## config.mk

```make
export PLATFORM = sky130hd
export DESIGN_NAME = camera_goal_packet_polar
export DESIGN_NICKNAME = d
export VERILOG_FILES = /design/src/design/cgpp_pkg.sv /design/src/design/camera_goal_packet_polar.sv /design/src/design/cgpp_framer.sv /design/src/design/cgpp_fifo.sv /design/src/design/cgpp_polar.sv
export SDC_FILE = /design/constraint.sdc
export NUM_CORES = 2
export LEC_CHECK = 0
export ABC_AREA = 1
export BUFFER_PORTS_ARGS = -buffer_cell sky130_fd_sc_hd__clkbuf_2
export CAP_MARGIN = 20
export CORE_MARGIN = 5
export CORE_UTILIZATION = 25
export CTS_BUF_LIST = sky130_fd_sc_hd__clkbuf_8
export CTS_CLUSTER_DIAMETER = 40
export CTS_CLUSTER_SIZE = 14
export DETAILED_ROUTE_END_ITERATION = 8
export HOLD_SLACK_MARGIN = 0.15
export PLACE_DENSITY = 0.48
export SYNTH_ARGS = -nofsm -noshare
export SYNTH_HDL_FRONTEND = slang
export SYNTH_SLANG_ARGS = --single-unit
```

## constraint.sdc

```tcl
create_clock -name clk_i -period 6.86 [get_ports clk_i]
set_clock_uncertainty 0.05 [all_clocks]
set_input_delay 1.029 -clock clk_i [delete_from_list [all_inputs] [get_ports clk_i]]
set_output_delay 1.029 -clock clk_i [all_outputs]
set_load 0.01 [all_outputs]
```

## src/design/cgpp_pkg.sv

```systemverilog
// Shared types and constants of the camera goal packet polar block.
// Depends on nothing.
package cgpp_pkg;
  localparam int unsigned CordicStepsDef = 16;
  localparam int unsigned AtanLen = 24;
  localparam int unsigned CfgIdxW = 2;
  localparam logic [CfgIdxW-1:0] CfgStartOne = 2'd0;
  localparam logic [CfgIdxW-1:0] CfgStartTwo = 2'd1;
  localparam logic [CfgIdxW-1:0] CfgAttackBlue = 2'd2;
  localparam logic [7:0] AbsentByte = 8'd255;
  localparam logic [7:0] CentreOffset = 8'd60;
  localparam int unsigned CoordW = 28;
  localparam int unsigned AngW = 25;
  localparam logic signed [AngW-1:0] QuarterQ16 = 25'sd5898240;
  localparam logic [31:0] GainInv = 32'd2608131496;
  localparam int AngleMin = -1440;
  localparam int AngleMax = 4320;
  localparam int unsigned DistMax = 5771;

  typedef struct packed {
    logic [7:0] yx;
    logic [7:0] yy;
    logic [7:0] bx;
    logic [7:0] by;
    logic       blue;
  } frame_t;

  function automatic logic signed [AngW-1:0] atan_q16(input logic [4:0] i);
    logic signed [AngW-1:0] r;
    case (i)
      5'd0: r = 25'sd2949120;  5'd1: r = 25'sd1740967; 5'd2: r = 25'sd919879;
      5'd3: r = 25'sd466945;   5'd4: r = 25'sd234379;  5'd5: r = 25'sd117304;
      5'd6: r = 25'sd58666;    5'd7: r = 25'sd29335;   5'd8: r = 25'sd14668;
      5'd9: r = 25'sd7334;     5'd10: r = 25'sd3667;   5'd11: r = 25'sd1833;
      5'd12: r = 25'sd917;     5'd13: r = 25'sd458;    5'd14: r = 25'sd229;
      5'd15: r = 25'sd115;     5'd16: r = 25'sd57;     5'd17: r = 25'sd29;
      5'd18: r = 25'sd14;      5'd19: r = 25'sd7;      5'd20: r = 25'sd4;
      5'd21: r = 25'sd2;       5'd22: r = 25'sd1;      default: r = '0;
    endcase
    return r;
  endfunction
endpackage

```

## src/design/camera_goal_packet_polar.sv

```systemverilog
// Top level of the camera goal packet polar block.
// Depends on cgpp_pkg, cgpp_framer, cgpp_fifo and cgpp_polar.
//
// Bytes enter through push/full, one per cycle while full is low. A two-byte
// header (start_byte_one, start_byte_two) opens a packet of four payload
// bytes; the last payload byte queues a frame for the polar unit.
// Results leave through empty/pop: the oldest result stays on the ports while
// empty is low and is taken when pop is high.
// The polar unit runs a shared CORDIC stage for each goal in turn and takes
// no new frame until it has moved the last result to the output register.
// A two-frame queue between framer and polar unit absorbs bursts; when pop
// is held low the result register, then the queue, then full back up.
// Reset clears header hunt, queue and result valid; config registers reset to zero.
// Configuration: write cfg_we_i with cfg_idx_i and cfg_data_i, taken at once.
module camera_goal_packet_polar #(
  parameter int unsigned CordicSteps = cgpp_pkg::CordicStepsDef
) (
  input  logic               clk_i,
  input  logic               rst_ni,
  input  logic               push,
  output logic               full,
  input  logic [7:0]         link_byte_i,
  input  logic               cfg_we_i,
  input  logic [1:0]         cfg_idx_i,
  input  logic [7:0]         cfg_data_i,
  output logic               empty,
  input  logic               pop,
  output logic signed [13:0] attack_angle_o,
  output logic [12:0]        attack_distance_o,
  output logic signed [13:0] defend_angle_o,
  output logic [12:0]        defend_distance_o,
  output logic               attack_seen_o,
  output logic               defend_seen_o
);
  logic [7:0] one_q, two_q;
  logic blue_q;
  logic fv, fr, qv, qr;
  cgpp_pkg::frame_t fd, qd;

  always_ff @(posedge clk_i or negedge rst_ni) begin
    if (!rst_ni) begin
      one_q <= '0; two_q <= '0; blue_q <= 1'b0;
    end else if (cfg_we_i) begin
      unique case (cfg_idx_i)
        cgpp_pkg::CfgStartOne: one_q <= cfg_data_i;
        cgpp_pkg::CfgStartTwo: two_q <= cfg_data_i;
        cgpp_pkg::CfgAttackBlue: blue_q <= cfg_data_i[0];
        default: ;
      endcase
    end
  end

  cgpp_framer u_framer (
    .clk_i, .rst_ni, .push, .full, .link_byte_i,
    .start_one_i(one_q), .start_two_i(two_q), .attack_blue_i(blue_q),
    .frm_valid_o(fv), .frm_ready_i(fr), .frm_o(fd)
  );

  cgpp_fifo u_fifo (
    .clk_i, .rst_ni, .wr_valid_i(fv), .wr_ready_o(fr), .wr_data_i(fd),
    .rd_valid_o(qv), .rd_ready_i(qr), .rd_data_o(qd)
  );

  cgpp_polar #(.CordicSteps(CordicSteps)) u_polar (
    .clk_i, .rst_ni, .in_valid_i(qv), .in_ready_o(qr), .in_i(qd),
    .empty, .pop, .attack_angle_o, .attack_distance_o, .defend_angle_o,
    .defend_distance_o, .attack_seen_o, .defend_seen_o
  );
endmodule

```

## src/design/cgpp_framer.sv

```systemverilog
// Header hunt and payload capture; emits one frame per complete packet.
// Depends on cgpp_pkg.
module cgpp_framer (
  input  logic              clk_i,
  input  logic              rst_ni,
  input  logic              push,
  output logic              full,
  input  logic [7:0]        link_byte_i,
  input  logic [7:0]        start_one_i,
  input  logic [7:0]        start_two_i,
  input  logic              attack_blue_i,
  output logic              frm_valid_o,
  input  logic              frm_ready_i,
  output cgpp_pkg::frame_t  frm_o
);
  logic [2:0] pos_q, pos_d;
  logic [7:0] st_q [3];
  logic       fv_q;
  logic       take;

  assign full = fv_q && !frm_ready_i;
  assign take = push && !full;
  assign frm_valid_o = fv_q;

  always_comb begin
    pos_d = pos_q;
    unique case (pos_q)
      3'd1: begin
        if (link_byte_i == start_two_i) pos_d = 3'd2;
        else if (link_byte_i == start_one_i) pos_d = 3'd1;
        else pos_d = 3'd0;
      end
      3'd2, 3'd3, 3'd4: pos_d = pos_q + 3'd1;
      3'd5: pos_d = 3'd0;
      default: pos_d = (link_byte_i == start_one_i) ? 3'd1 : 3'd0;
    endcase
  end

  always_ff @(posedge clk_i or negedge rst_ni) begin
    if (!rst_ni) begin
      pos_q <= 3'd0;
      fv_q  <= 1'b0;
    end else begin
      if (take && pos_q == 3'd5) fv_q <= 1'b1;
      else if (frm_ready_i) fv_q <= 1'b0;
      if (take) pos_q <= pos_d;
    end
  end

  always_ff @(posedge clk_i) begin
    if (take) begin
      if (pos_q >= 3'd2 && pos_q <= 3'd4) st_q[pos_q[1:0] - 2'd2] <= link_byte_i;
      if (pos_q == 3'd5) begin
        frm_o.yx   <= st_q[0];
        frm_o.yy   <= st_q[1];
        frm_o.bx   <= st_q[2];
        frm_o.by   <= link_byte_i;
        frm_o.blue <= attack_blue_i;
      end
    end
  end
endmodule

```

## src/design/cgpp_fifo.sv

```systemverilog
// Two-entry frame queue between the framer and the polar unit.
// Depends on cgpp_pkg.
module cgpp_fifo (
  input  logic             clk_i,
  input  logic             rst_ni,
  input  logic             wr_valid_i,
  output logic             wr_ready_o,
  input  cgpp_pkg::frame_t wr_data_i,
  output logic             rd_valid_o,
  input  logic             rd_ready_i,
  output cgpp_pkg::frame_t rd_data_o
);
  cgpp_pkg::frame_t mem_q [2];
  logic wp_q, rp_q;
  logic [1:0] cnt_q;
  logic wr, rd;

  assign wr_ready_o = cnt_q != 2'd2;
  assign rd_valid_o = cnt_q != 2'd0;
  assign wr = wr_valid_i && wr_ready_o;
  assign rd = rd_valid_o && rd_ready_i;
  assign rd_data_o = mem_q[rp_q];

  always_ff @(posedge clk_i or negedge rst_ni) begin
    if (!rst_ni) begin
      wp_q <= 1'b0; rp_q <= 1'b0; cnt_q <= 2'd0;
    end else begin
      if (wr) wp_q <= !wp_q;
      if (rd) rp_q <= !rp_q;
      cnt_q <= cnt_q + {1'b0, wr} - {1'b0, rd};
    end
  end

  always_ff @(posedge clk_i) begin
    if (wr) mem_q[wp_q] <= wr_data_i;
  end
endmodule

```

## src/design/cgpp_polar.sv

```systemverilog
// Iterative CORDIC vectoring for both goals, with output register.
// Depends on cgpp_pkg.
module cgpp_polar #(
  parameter int unsigned CordicSteps = cgpp_pkg::CordicStepsDef
) (
  input  logic                    clk_i,
  input  logic                    rst_ni,
  input  logic                    in_valid_i,
  output logic                    in_ready_o,
  input  cgpp_pkg::frame_t        in_i,
  output logic                    empty,
  input  logic                    pop,
  output logic signed [13:0]      attack_angle_o,
  output logic [12:0]             attack_distance_o,
  output logic signed [13:0]      defend_angle_o,
  output logic [12:0]             defend_distance_o,
  output logic                    attack_seen_o,
  output logic                    defend_seen_o
);
  localparam int unsigned Steps =
    (CordicSteps > cgpp_pkg::AtanLen) ? cgpp_pkg::AtanLen : CordicSteps;
  localparam int unsigned CW = cgpp_pkg::CoordW;
  localparam int unsigned AW = cgpp_pkg::AngW;

  typedef enum logic [2:0] {StIdle, StLoad, StIter, StMul, StFin, StOut} st_e;
  st_e st_q;
  logic g_q;
  logic [4:0] i_q;
  logic signed [CW-1:0] x_q, y_q;
  logic signed [AW-1:0] z_q;
  logic zero_q;
  cgpp_pkg::frame_t f_q;
  logic [63:0] prod_q;
  logic signed [13:0] ang_q [2];
  logic [12:0] dst_q [2];
  logic out_v_q;

  logic [7:0] rx, ry;
  logic signed [9:0] sx, sy;
  logic signed [CW-1:0] dx, dy;
  logic signed [AW+1:0] araw;
  logic signed [AW+1:0] ash;
  logic [31:0] xpos;
  logic [20:0] dsh;

  assign rx = g_q ? f_q.bx : f_q.yx;
  assign ry = g_q ? f_q.by : f_q.yy;
  always_comb begin
    sx = $signed({2'b00, rx});
    sy = $signed({2'b00, ry});
    if (rx != cgpp_pkg::AbsentByte) begin
      sx = sx - $signed({2'b00, cgpp_pkg::CentreOffset});
      sy = sy - $signed({2'b00, cgpp_pkg::CentreOffset});
    end
  end
  assign dx = y_q >>> i_q;
  assign dy = x_q >>> i_q;
  assign xpos = x_q[CW-1] ? 32'd0 : {{(32-CW){1'b0}}, x_q};
  assign araw = $signed({{2{cgpp_pkg::QuarterQ16[AW-1]}}, cgpp_pkg::QuarterQ16})
              - $signed({{2{z_q[AW-1]}}, z_q}) + 27'sd2048;
  assign ash = araw >>> 12;
  assign dsh = prod_q[63:43] + 21'd1;

  assign in_ready_o = st_q == StIdle;
  assign empty = !out_v_q;

  always_ff @(posedge clk_i or negedge rst_ni) begin
    if (!rst_ni) begin
      st_q <= StIdle;
      out_v_q <= 1'b0;
    end else begin
      if (pop && out_v_q && st_q != StOut) out_v_q <= 1'b0;
      unique case (st_q)
        StIdle: if (in_valid_i) begin f_q <= in_i; g_q <= 1'b0; st_q <= StLoad; end
        StLoad: begin
          zero_q <= (sx == 10'sd0) && (sy == 10'sd0);
          i_q <= 5'd0;
          if (sx < 0) begin
            if (sy >= 0) begin
              x_q <= CW'(sy) <<< 16; y_q <= -(CW'(sx) <<< 16); z_q <= cgpp_pkg::QuarterQ16;
            end else begin
              x_q <= -(CW'(sy) <<< 16); y_q <= CW'(sx) <<< 16; z_q <= -cgpp_pkg::QuarterQ16;
            end
          end else begin
            x_q <= CW'(sx) <<< 16; y_q <= CW'(sy) <<< 16; z_q <= '0;
          end
          st_q <= StIter;
        end
        StIter: begin
          if (y_q >= 0) begin
            x_q <= x_q + dx; y_q <= y_q - dy; z_q <= z_q + cgpp_pkg::atan_q16(i_q);
          end else begin
            x_q <= x_q - dx; y_q <= y_q + dy; z_q <= z_q - cgpp_pkg::atan_q16(i_q);
          end
          i_q <= i_q + 5'd1;
          if (i_q == 5'(Steps - 1)) st_q <= StMul;
        end
        StMul: begin
          prod_q <= xpos * cgpp_pkg::GainInv;
          st_q <= StFin;
        end
        StFin: begin
          if (zero_q) begin
            ang_q[g_q] <= 14'sd1440; dst_q[g_q] <= '0;
          end else begin
            if (ash < cgpp_pkg::AngleMin) ang_q[g_q] <= 14'(cgpp_pkg::AngleMin);
            else if (ash > cgpp_pkg::AngleMax) ang_q[g_q] <= 14'(cgpp_pkg::AngleMax);
            else ang_q[g_q] <= ash[13:0];
            if (dsh[20:1] > 20'(cgpp_pkg::DistMax)) dst_q[g_q] <= 13'(cgpp_pkg::DistMax);
            else dst_q[g_q] <= dsh[13:1];
          end
          if (g_q) st_q <= StOut;
          else begin g_q <= 1'b1; st_q <= StLoad; end
        end
        StOut: if (!out_v_q || pop) begin
          out_v_q <= 1'b1;
          st_q <= StIdle;
          attack_seen_o <= f_q.blue ? (f_q.by != cgpp_pkg::AbsentByte)
                                    : (f_q.yy != cgpp_pkg::AbsentByte);
          defend_seen_o <= f_q.blue ? (f_q.yy != cgpp_pkg::AbsentByte)
                                    : (f_q.by != cgpp_pkg::AbsentByte);
          attack_angle_o <= ang_q[f_q.blue];
          attack_distance_o <= dst_q[f_q.blue];
          defend_angle_o <= ang_q[!f_q.blue];
          defend_distance_o <= dst_q[!f_q.blue];
        end
        default: st_q <= StIdle;
      endcase
    end
  end
endmodule

```

After elaboration in Yosys (flattened, before gate mapping)
Memories as Yosys holds them, arrays and structs flattened. A register that Yosys moved wholly into a read port is not among the register bits. Index checks and enable logic that the tools add are counted.

Muxes and demuxes: 76. Bitwise operators: 5. $lt $le $gt $ge: 8. $add $sub $neg: 18. Eq/ne operators: 23. Multipliers: 1. Shift operators: 2. Reductions and logical operators: 42.

Operators by type and width (number): two-way mux 25 bit (7); two-way mux 28 bit (6); one-hot mux 28 bit (2 select lines) (2); multiplier 32 x 29 -> 61 bit, second input constant (1); adder 28 bit (2); negation 26 -> 28 bit (2); >>> shifter 28 x 5 -> 28 bit (2); subtractor 28 bit (2); one-hot mux 25 bit (2 select lines) (1); two-way mux 14 bit (3); two-way mux 1 bit (39); >= comparator 28 x 1 -> 1 bit, second input constant (1); adder 26 x 13 -> 27 bit, second input constant (1); two-way mux 27 bit (1); two-way mux 13 bit (2); subtractor 24 x 25 -> 26 bit, first input constant (1); adder 25 bit (1); subtractor 25 bit (1); != test 8 bit, second input constant (3); adder 21 x 1 -> 21 bit, second input constant (1); > comparator 20 x 13 -> 1 bit, second input constant (1); zero test 10 bit (2); two-way mux 10 bit (2); one-hot mux 3 bit (6 select lines) (1); 38 further kinds (90).

Memory bits (read-only): 1408. Bits in writable memories: 144. Input bits: 23. Memories: 6. Output and inout bits: 58. Word-level logic and storage cells: 202. Register bits after elaboration: 189.

Memories: (name not given) (depth 32, width 22, rd ports 1, clocked after memory_dff 1, write ports 0, RTL line cgpp_pkg.sv:30) `case (i)`; (name not given) (depth 32, width 22, rd ports 1, clocked after memory_dff 1, write ports 0, RTL line cgpp_pkg.sv:30); u_fifo.mem_q (depth 2, width 33, rd ports 1, clocked after memory_dff 1, write ports 1, RTL line cgpp_fifo.sv:13) `cgpp_pkg::frame_t mem_q [2];`; u_polar.ang_q (depth 2, width 14, rd ports 2, clocked after memory_dff 2, write ports 1, RTL line cgpp_polar.sv:34) `logic signed [13:0] ang_q [2];`; u_polar.dst_q (depth 2, width 13, rd ports 2, clocked after memory_dff 2, write ports 1, RTL line cgpp_polar.sv:35) `logic [12:0] dst_q [2];`; u_framer.st_q (depth 3, width 8, rd ports 3, clocked after memory_dff 3, write ports 1, RTL line cgpp_framer.sv:17) `logic [7:0] st_q [3];`.

Longest topological paths before layout
Word-level depth: 11. Gate-level depth with buffers: 34. Depth with buffers taken out: 32.

By module
Synthesis repeated with hierarchy kept, for this count alone.

Cell total of the unflattened synthesis: 4793. Area, all modules: 40327.4 um^2.

By module, submodules not included: cgpp_polar (area an instance 34535.6 um^2, instances 1, seq. area each 7957.6 um^2, cells each 4320); cgpp_fifo (area an instance 2661.3 um^2, instances 1, seq. area each 2082.0 um^2, cells each 204); cgpp_framer (area an instance 2399.8 um^2, instances 1, seq. area each 1811.7 um^2, cells each 192); camera_goal_packet_polar (area an instance 730.7 um^2, instances 1, seq. area each 425.4 um^2, cells each 77).

Worst setup path before layout
OpenSTA, ideal clock, no wires.

Path type: register -> register. Start point: register u_polar.x_q[27]. End point: register u_polar.prod_q[59], data pin. Arrival time: 6.428 ns. Stages on the path, launching flop included: 30. Setup time: 0.253 ns. Buffers on the path: 2. Path slack: 0.129 ns. Clock period less this slack: 6.731 ns. Required time: 6.557 ns. Cells stage by stage: edfxtp_1 -> buf_2 -> buf_1 -> nor2_1 -> inv_1 -> ha_1 -> inv_1 -> fa_1 -> fa_1 -> inv_1 -> fa_1 -> fa_1 -> inv_1 -> fa_1 -> inv_1 -> fa_1 -> inv_1 -> ha_1 -> nand2_1 -> nor2_1 -> inv_1 -> nor3_1 -> o21ai_0 -> nand2_1 -> nand2_1 -> nand3_1 -> a21oi_1 -> o21ai_0 -> and2_1 -> nor2_1.

Word-level cells in the longest chain between the ends: 2.

RTL lines: start: declaration (RTL line cgpp_polar.sv:29) `logic signed [CW-1:0] x_q, y_q;`; start signal: assignment (RTL line cgpp_polar.sv:80) `x_q <= CW'(sy) <<< 16; y_q <= -(CW'(sx) <<< 16); z_q <= cgpp_pkg::QuarterQ16;`; start signal: assignment (RTL line cgpp_polar.sv:82) `x_q <= -(CW'(sy) <<< 16); y_q <= CW'(sx) <<< 16; z_q <= -cgpp_pkg::QuarterQ16;`; start signal: assignment (RTL line cgpp_polar.sv:91) `x_q <= x_q + dx; y_q <= y_q - dy; z_q <= z_q + cgpp_pkg::atan_q16(i_q);`; two-way mux 27 bit (RTL line cgpp_polar.sv:58) `assign xpos = x_q[CW-1] ? 32'd0 : {{(32-CW){1'b0}}, x_q};`; multiplier 32 x 29 -> 61 bit (RTL line cgpp_polar.sv:99) `prod_q <= xpos * cgpp_pkg::GainInv;`; end signal: assignment (RTL line cgpp_polar.sv:99); end: declaration (RTL line cgpp_polar.sv:33) `logic [63:0] prod_q;`.

Every way passes these cells. A chain may end at the register's enable or synchronous reset.

Worst setup path in the final report
Start point: register u_polar.x_q[27]. End point: register u_polar.prod_q[53], data pin.

Same word-level chain as after synthesis.

==> impl_metrics.yaml <==
synth:
  synthAdderAreaFrac_pct: 27.4
  synth_most_common_cell: "nand2_1"
  synth_top_area_share_pct: 27.4
  yosys-top-cells-area: "edfxtp_1 27%, fa_1 16%, ha_1 11%"
  synth_cell_types: 65
  synth_common_cells: "1004 x nand2_1, 881 x inv_1, 372 x edfxtp_1, 366 x ha_1, 365 x nand3_1"
  synth_xor_area_share_pct: 3.05
  synth_flop_cell: "edfxtp_1"
  avgSynthCellArea_um2: 8.40
  synth_top_cell_by_area: "edfxtp_1"
  synth.cell_area_um2: 40800
  ys_ff_latch: 423
  syn_nets: 5573
  yosys.area_share.simple_pct: 20.5
  synth_top_family_by_area: "adder cells"
  ys_seq_area_share_pct: 30.3
  synthMuxAreaShare_pct: 0
  synth-compound-area-share_pct: 9.03
  syn_inst: 4854
  synth-async-reset-ratio_pct: 6.86
  synth-edff-count: 372
  synth.yosys.warnings: 0
die:
  fp.dieH_um: 414
  dieArea_um2: 171000
  rows: 148
  die_x_um: 414
  initial_core_util_pct: 25.1
  coreArea_um2: 162000
  io_pins: 81
drt:
  first_iter_violations: 1920
  post_drt_wl_per_cell_um: 17.2
  antenna_left: 0
  dr.pass1.iters: 9
  drcViolationCount: 0
  vias_per_cell: 4.49
  dr_total_vias: 32800
  routed_wl_mm: 126
worst_setup_path:
  worst_ep_arrival_time_ns: 7.01
  r2r-end: "u_polar.prod_q[53]"
  endpoint_kind: "flop"
  r2r_slack_ns: 0.21
  required_ns: 7.22
  r2r_start: "u_polar.x_q[27]"
  crit_type: "flop to flop"
  crit_slowest_cell: "fa_1"
  crit_path_max_fanout: 8
  worstSetupStartpointType: "flop"
  cp_common_cell: "fa_1"
  crit_start: "u_polar.x_q[27]"
  setup.worst_path.end: "u_polar.prod_q[53]"
  max_stage_delay_ns: 0.59
  crit_chain: "buf_6 > buf_12 > nor2_1 > buf_4 > ha_1 > fa_1 > fa_1 > fa_1 > fa_1 > fa_1 > inv_1 > fa_1 > inv_1 > ha_1 > nand2_1 > nor2_1 > inv_1 > nor2_1 > inv_1 > nor2_1 > nand4_1 > nand3_2 > a21oi_4 > xnor2_1"
  reg2reg_depth: 24
finish:
  drive_above_1_share_pct: 12.7
  fillCellCount: 17400
  design_area_um2: 47100
  area_growth_pct: 15.5
  fin_nets: 5813
flow_run:
  cap_viol_max_count: 0
sta:
  finalCritPeriodShare_pct: 96.9
  slew_violations: 0
  fin_setup_tns_ns: 0
  max_freq_mhz: 150
  setup_viol: 0
  hold_violations: 0
  setup_slack_ns: 0.210
  relSlewSlack_pct: 38.2
  tightest_slew_ns: 0.927
  period_minus_slack_ns: 6.65
placement:
  placed_area_um2: 44900
  gp_congestion: 0.951
  dp_slack_ns: -0.0920
  hpwlAfterDp_mm: 104
  place.port_buffers: 80
clocking:
  cts_tree: "built"
  clk_path_buf_depth: 3
  cts_hold_buf: 0
  clk_latency_ns: 0.69
  numClockSinks: 423
  cts_buffers: 66
  root_buffer: "clkbuf_8"
  clk_pin_slew_ns: 0.08
  htree_levels: 3
global_routing:
  grt_max_degree: 65
  grt_overflow: 0
  grtUsageTotal_pct: 14.6
  grt_pass1_wl_mm: 194
  grt_antenna_before_repair: 1
  grt_pass1_vias: 33100
run_status:
  status: "completed"
min_path:
  hp-class: "flop to flop"
worst max-delay path: cells and delay by family, from the launching register on:
kind	cells	cell delay, ns
adders and majority gates	8	4.02
xor gates and xnor gates	1	0.14
buffers and inverters	7	0.70
and+or+nand+nor	7	1.01
DFF	1	0.38
AOI/OAI and AO/OA	1	0.08
how the worst min path moves through the flow:
stage	startpoint	end	slack (ns)	cells past startpoint
finish	u_framer.st_q[2][4]	u_framer.frm_o[13]	0.34	0
global placement	u_framer.st_q[1][2]	u_framer.frm_o[19]	0.35	0
floorplan	u_framer.st_q[2][1]	u_framer.frm_o[10]	0.35	0
detailed placement	u_framer.st_q[2][4]	u_framer.frm_o[13]	0.35	0
CTS	rst_ni	two_q[3]	0.28	2
global route	rst_ni	two_q[2]	0.33	2
stage by stage:
stage,hold slack (ns),utilization (%),cells
2_1_floorplan,0.350,-,4854
3_3_place_gp,0.352,27.6,7191
3_5_place_dp,0.355,27.6,7192
4_1_cts,0.280,28.6,7311
5_1_grt,0.332,29.0,7321
6_report,0.341,29.0,7321
what timing repair did:
item                                    in CTS  in global routing
pin swaps                                    0                 55
endpoints found under the setup margin       6                 18
buffers inserted                             0                  7
resized for setup                           10                131
cloned                                       0                  1
per-layer routing:
layer	GRT usage (%)	up-vias	routed length [µm]
met4	3.34	0	2930
li1	-	16300	-
met2	25.1	687	60100
met5	0	-	0
met3	1.86	135	5160
met1	19.5	15700	57700
registers in the layout, summed over array words and instances, names as in the netlist, 13 cells and up, named ones only:
register,cells
u_fifo.mem_q,66
u_framer.frm_o,33
u_polar.f_q,33
u_polar.ang_q,28
u_polar.x_q,28
u_polar.y_q,28
u_polar.dst_q,26
u_polar.z_q,25
u_framer.st_q,24
u_polar.prod_q,18
u_polar.attack_angle_o,14
u_polar.defend_angle_o,14
u_polar.attack_distance_o,13
u_polar.defend_distance_o,13
area by class of cell:
| type | count | area (µm²) | area share, % |
|---|---|---|---|
| Antenna cell | 1 | 2.50 | 0.00531 |
| Clock inverter | 51 | 628 | 1.33 |
| Multi-Input combinational cell | 3416 | 25100 | 53.2 |
| Inverter | 904 | 3400 | 7.22 |
| Sequential cell | 423 | 12300 | 26.2 |
| Clock buffer | 68 | 936 | 1.99 |
| Timing Repair Buffer | 283 | 2030 | 4.32 |
| Tap cell | 2175 | 2720 | 5.78 |
cells by family (layout without fill, tap and decap cells):
kind of cell,after synthesis,after routing
AOI/OAI and AO/OA,670,670
and+or+nand+nor,1910,1910
adders and majority gates,696,696
DFF,423,423
buffers and inverters,1015,1306
other,0,1
xor gates and xnor gates,140,140
layout by cell type (no fill, tap or decap), types with 26 or more instances in the layout:
master,n
nand2_2,37
dfrtp_1,29
nand4_1,35
buf_4,193
nand3_2,26
inv_1,874
nand2_1,993
o21ai_0,270
nor3_1,31
xor2_1,86
a21oi_1,228
nor2_2,27
nand3_1,363
clkbuf_8,68
xnor2_1,53
edfxtp_1,372
inv_2,29
nor2_1,300
fa_1,320
ha_1,347
clkbuf_2,80
Power is not shown: default switching activity piles up to over one toggle a cycle in this logic, so the estimate is an artifact.
